--- src/hdl/cpr_pkg.sv ---
package cpr_pkg;

  localparam int MAX_TICKS        = 1024;
  localparam int TAIL_START_LEVEL = 2560;
  localparam int SINE_N           = 256;
  localparam int SINE_DEN_BASE    = 5 * SINE_N * SINE_N;

  localparam int DIV_NUM_W = 34;
  localparam int DIV_DEN_W = 19;
  localparam int DIV_CNT_W = 6;

  localparam logic [2:0] PH_SINE    = 3'd0;
  localparam logic [2:0] PH_MODSINE = 3'd1;
  localparam logic [2:0] PH_TAIL    = 3'd2;
  localparam logic [2:0] PH_RISE    = 3'd3;
  localparam logic [2:0] PH_FLAT    = 3'd4;
  localparam logic [2:0] PH_FALL    = 3'd5;
  localparam logic [2:0] PH_BREAK   = 3'd6;

  localparam logic [1:0] SHAPE_SINE    = 2'd0;
  localparam logic [1:0] SHAPE_MODSINE = 2'd1;
  localparam logic [1:0] SHAPE_TRAPEZE = 2'd2;

  localparam logic [2:0] REG_AMPLITUDE = 3'd0;
  localparam logic [2:0] REG_PGAIN     = 3'd1;
  localparam logic [2:0] REG_IGAIN     = 3'd2;
  localparam logic [2:0] REG_ILIMIT    = 3'd3;
  localparam logic [2:0] REG_LENGTH    = 3'd4;
  localparam logic [2:0] REG_SLOPE     = 3'd5;
  localparam logic [2:0] REG_DAC_LIMIT = 3'd6;
  localparam logic [2:0] REG_CONTROL   = 3'd7;

  typedef struct packed {
    logic                 start;
    logic [DIV_NUM_W-1:0] num;
    logic [DIV_DEN_W-1:0] den;
  } div_req_t;

  typedef struct packed {
    logic                 done;
    logic [DIV_NUM_W-1:0] quot;
  } div_rsp_t;

  function automatic logic [2:0] start_phase(input logic [1:0] shape);
    logic [2:0] ph;
    case (shape)
      SHAPE_SINE:    ph = PH_SINE;
      SHAPE_MODSINE: ph = PH_MODSINE;
      SHAPE_TRAPEZE: ph = PH_RISE;
      default:       ph = PH_BREAK;
    endcase
    return ph;
  endfunction

endpackage

--- src/hdl/cpr_div.sv ---
module cpr_div (
  input  logic              clk,
  input  logic              rst_n,
  input  cpr_pkg::div_req_t req,
  output cpr_pkg::div_rsp_t rsp
);
  import cpr_pkg::*;

  logic                 busy_r, busy_nxt;
  logic                 done_r, done_nxt;
  logic [DIV_CNT_W-1:0] cnt_r, cnt_nxt;
  logic [DIV_DEN_W-1:0] rem_r, rem_nxt;
  logic [DIV_DEN_W-1:0] den_r, den_nxt;
  logic [DIV_NUM_W-1:0] quo_r, quo_nxt;
  logic [DIV_DEN_W:0]   rem_sh;
  logic [DIV_DEN_W:0]   diff;
  logic                 ge;

  assign rem_sh = {rem_r, quo_r[DIV_NUM_W-1]};
  assign diff   = rem_sh - {1'b0, den_r};
  assign ge     = rem_sh >= {1'b0, den_r};

  always_comb begin
    busy_nxt = busy_r;
    done_nxt = 1'b0;
    cnt_nxt  = cnt_r;
    rem_nxt  = rem_r;
    den_nxt  = den_r;
    quo_nxt  = quo_r;
    if (req.start) begin
      busy_nxt = 1'b1;
      cnt_nxt  = '0;
      rem_nxt  = '0;
      den_nxt  = req.den;
      quo_nxt  = req.num;
    end else if (busy_r) begin
      rem_nxt = ge ? diff[DIV_DEN_W-1:0] : rem_sh[DIV_DEN_W-1:0];
      quo_nxt = {quo_r[DIV_NUM_W-2:0], ge};
      cnt_nxt = cnt_r + 1'b1;
      if (cnt_r == DIV_CNT_W'(DIV_NUM_W - 1)) begin
        busy_nxt = 1'b0;
        done_nxt = 1'b1;
      end
    end
  end

  always_ff @(posedge clk) begin
    if (!rst_n) begin
      busy_r <= 1'b0;
      done_r <= 1'b0;
      cnt_r  <= '0;
    end else begin
      busy_r <= busy_nxt;
      done_r <= done_nxt;
      cnt_r  <= cnt_nxt;
    end
  end

  always_ff @(posedge clk) begin
    rem_r <= rem_nxt;
    den_r <= den_nxt;
    quo_r <= quo_nxt;
  end

  assign rsp.done = done_r;
  assign rsp.quot = quo_r;

endmodule

--- config.mk ---
export PLATFORM = sky130hd
export DESIGN_NAME = cpr_div
export DESIGN_NICKNAME = d
export VERILOG_FILES = /design/src/hdl/cpr_pkg.sv /design/src/hdl/cpr_div.sv
export SDC_FILE = /design/constraint.sdc
export NUM_CORES = 1
export LEC_CHECK = 0
export BUFFER_PORTS_ARGS = -buffer_cell sky130_fd_sc_hd__buf_2
export CAP_MARGIN = 0
export CORE_MARGIN = 4
export CORE_UTILIZATION = 42
export CTS_CLUSTER_SIZE = 24
export DETAILED_ROUTE_END_ITERATION = 8
export GPL_TIMING_DRIVEN = 1
export HOLD_SLACK_MARGIN = 0.03
export PLACE_DENSITY = 0.73
export SYNTH_ARGS = -nofsm -noshare
export SYNTH_HDL_FRONTEND = slang
export SYNTH_SLANG_ARGS = --single-unit
--- constraint.sdc ---
create_clock -name clk -period 3.4 [get_ports clk]
set_input_delay 0.68 -clock clk [delete_from_list [all_inputs] [get_ports clk]]
set_output_delay 0.68 -clock clk [all_outputs]
set_load 0.03 [all_outputs]
==> flow_summary.ini <==
[setup_path]
crit_path_end_kind = register
worst-path-max-fanout = 8
crit_chain = inv_1 > ha_1 > fa_1 > nand2b_1 > a21oi_1 > o21ai_4 > a211oi_2 > or3_1 > o311ai_1 > a311oi_2
critPathSlowestCell = fa_1
critPathRequiredTime_ns = 3.69
ff2ff_path_depth = 10
critPathKind = reg2reg
arrival_ns = 3.26
slowest_delay_ns = 0.40
start_kind = register

[clocking]
clk_path_buf_depth = 2
clk_latency_ns = 0.38
cts_sinks = 80
cts_setup_buffers = 0
ctsHoldBuffers = 0
numCtsBuffers = 9
h-tree-depth = 3
clk_pin_slew_ns = 0.09
tritoncts = yes
cts-root-buf = clkbuf_8
ctsResizeCount = 0

[floorplan]
die_w_um = 109
initial_utilization = 0.436
fp.coreArea_mm2 = 0.00991
dieArea_mm2 = 0.0120
rows = 36
boundaryPins = 91
die_y_um = 109

[global_routing]
grt_pass1_vias = 3102
grt_max_degree = 72
grt-ovfl-total = 0
antenna_found_initial = 0
grt_pass1_wl_mm = 15.0
grt_usage = 0.164

[timing]
worst_slew_pin_slew_ns = 0.899
maxSlewHeadroom = 0.399
slew_viol_final = 0
clock.fmax_ghz = 0.337
fin_setup_tns_ns = 0
finalSetupViolations = 0
hold_viol = 0
worst_clock_skew_ns = 0.0127
rsz0062_at_grt = false
min_period_ns = 2.96
setup_slack_ns = 0.436
min_period_over_period = 0.872

[synth]
async_reset_ff_frac = 0
synth_area_mm2 = 0.00433
ys_ff_latch = 80
syn_nets = 459
synth_top_flop_cell = edfxtp_1
synth_warnings = 0
synth_cell_types = 58
ys_seq_area_frac = 0.493
synth_edf_count = 53
synth_cells = 381
synth_area_per_cell_um2 = 11.4

[power_and_ir_drop]
ir_worst_vdd_uv = 295
powerDensity_mw_per_mm2 = 473
p_total_uw = 2390
p_leak_uw = 0.00213

[place]
dpl.hpwl_mm = 6.85
pre_cts_ws_ns = 0.439
place_congestion = 0.899
io_buffers = 90

[routing]
ant_nets = 0
wire_per_inst_um = 15.5
drc = 0
routed-via-count = 3142
drt_iter0_markers = 145
firstDrtPassIters = 4
wl_mm = 9.42
vias_per_cell = 5.18

[outcome]
status = complete, no violations

[layout]
area_growth_pct = 17.0
drive_gt1_frac = 0.326
nets = 546
final_cell_mix = buf_2, edfxtp_1, mux2_2
final_common_cell = buf_2
insertedDiodeCount = 0

[worst_hold_path]
hold_class = in2reg
hold_depth = 1

[run]
drv_cap = 0
[path summary, 6_finish.rpt]
| kind | end | start | slack (ns) |
|---|---|---|---|
| setup reg to reg | rem_r[11] | quo_r[33] | 0.44 |
| hold / removal | den_r[12] | req[12] | 0.47 |
| setup / recovery | rem_r[11] | quo_r[33] | 0.44 |
| hold reg to reg | rem_r[1] | rem_r[1] | 0.50 |
[Yosys cell counts (all sizes together) (3+ instances only)]
master	count	share of area
a211oi	14	0.025
a21o	5	0.0087
a21oi	16	0.025
a311oi	3	0.0075
a31oi	3	0.0043
buf	8	0.016
clkbuf	9	0.0081
dfxtp	27	0.12
edfxtp	53	0.37
ha	21	0.061
inv	25	0.022
mux2	35	0.091
mux2i	11	0.025
nand2	23	0.020
nand2b	6	0.0087
nand3	6	0.0069
nand4	5	0.0072
nor2	31	0.027
nor2b	5	0.0072
nor3	6	0.0095
nor4	4	0.0058
o21ai	16	0.021
or3	3	0.0055
xnor2	12	0.024
xor2	7	0.014
[worst max-delay path: cells and delay by family, from the launching register on]
kind | cells | cell delay, ns
DFF | 1 | 0.38
buffers and inverters | 1 | 0.06
AOI/OAI and AO/OA | 5 | 1.25
adders and majority gates | 2 | 0.61
and+or+nand+nor | 2 | 0.58
[layer usage]
| layer | vias to the layer above | track usage | part of all wire | wire, µm |
|---|---|---|---|---|
| met4 | 0 | 0.0766 | 0.024 | 222 |
| met5 | - | 0 | 0 | 0 |
| li1 | 1586 | - | - | - |
| met3 | 16 | 0.0405 | 0.041 | 385 |
| met1 | 1469 | 0.200 | 0.42 | 3970 |
| met2 | 71 | 0.272 | 0.51 | 4850 |
[through the flow]
step | cells | hold WS (ns) | util | area [µm²]
floorplan | 381 | 0.443 | - | 4330
global placement | 590 | 0.468 | 0.492 | 4870
detailed placement | 590 | 0.479 | 0.492 | 4870
CTS | 606 | 0.452 | 0.511 | 5060
global route | 606 | 0.452 | 0.511 | 5060
finish | 606 | 0.472 | 0.511 | 5060
[report_power, final]
part	switching, µW	internal, µW
logic	334	213
registers	40.7	1130
clock network	384	295
[cell type report]
class	count	area [µm²]
Timing Repair Buffer	93	485
Fill cell	920	4850
Inverter	25	93.8
Sequential cell	80	2130
Clock buffer	10	138
Clock inverter	6	51.3
Multi-Input combinational cell	259	1990
Tap cell	133	166
[flip-flops by register name, indices dropped and copies added, names as in the netlist]
name and flops:
rem_r 19, quo_r 34, busy_r 1, done_r 1, cnt_r 6, den_r 19
[logic make-up after synthesis]
family                     Yosys count  share of synthesized area
AOI/OAI and AO/OA                   78                      0.134
xor gates and xnor gates            19                     0.0385
adders and majority gates           22                     0.0654
buffers and inverters               42                     0.0463
DFF                                 80                      0.493
muxes                               46                      0.117
and+or+nand+nor                     94                      0.106
Note: power is estimated with default switching activity, not from simulation.
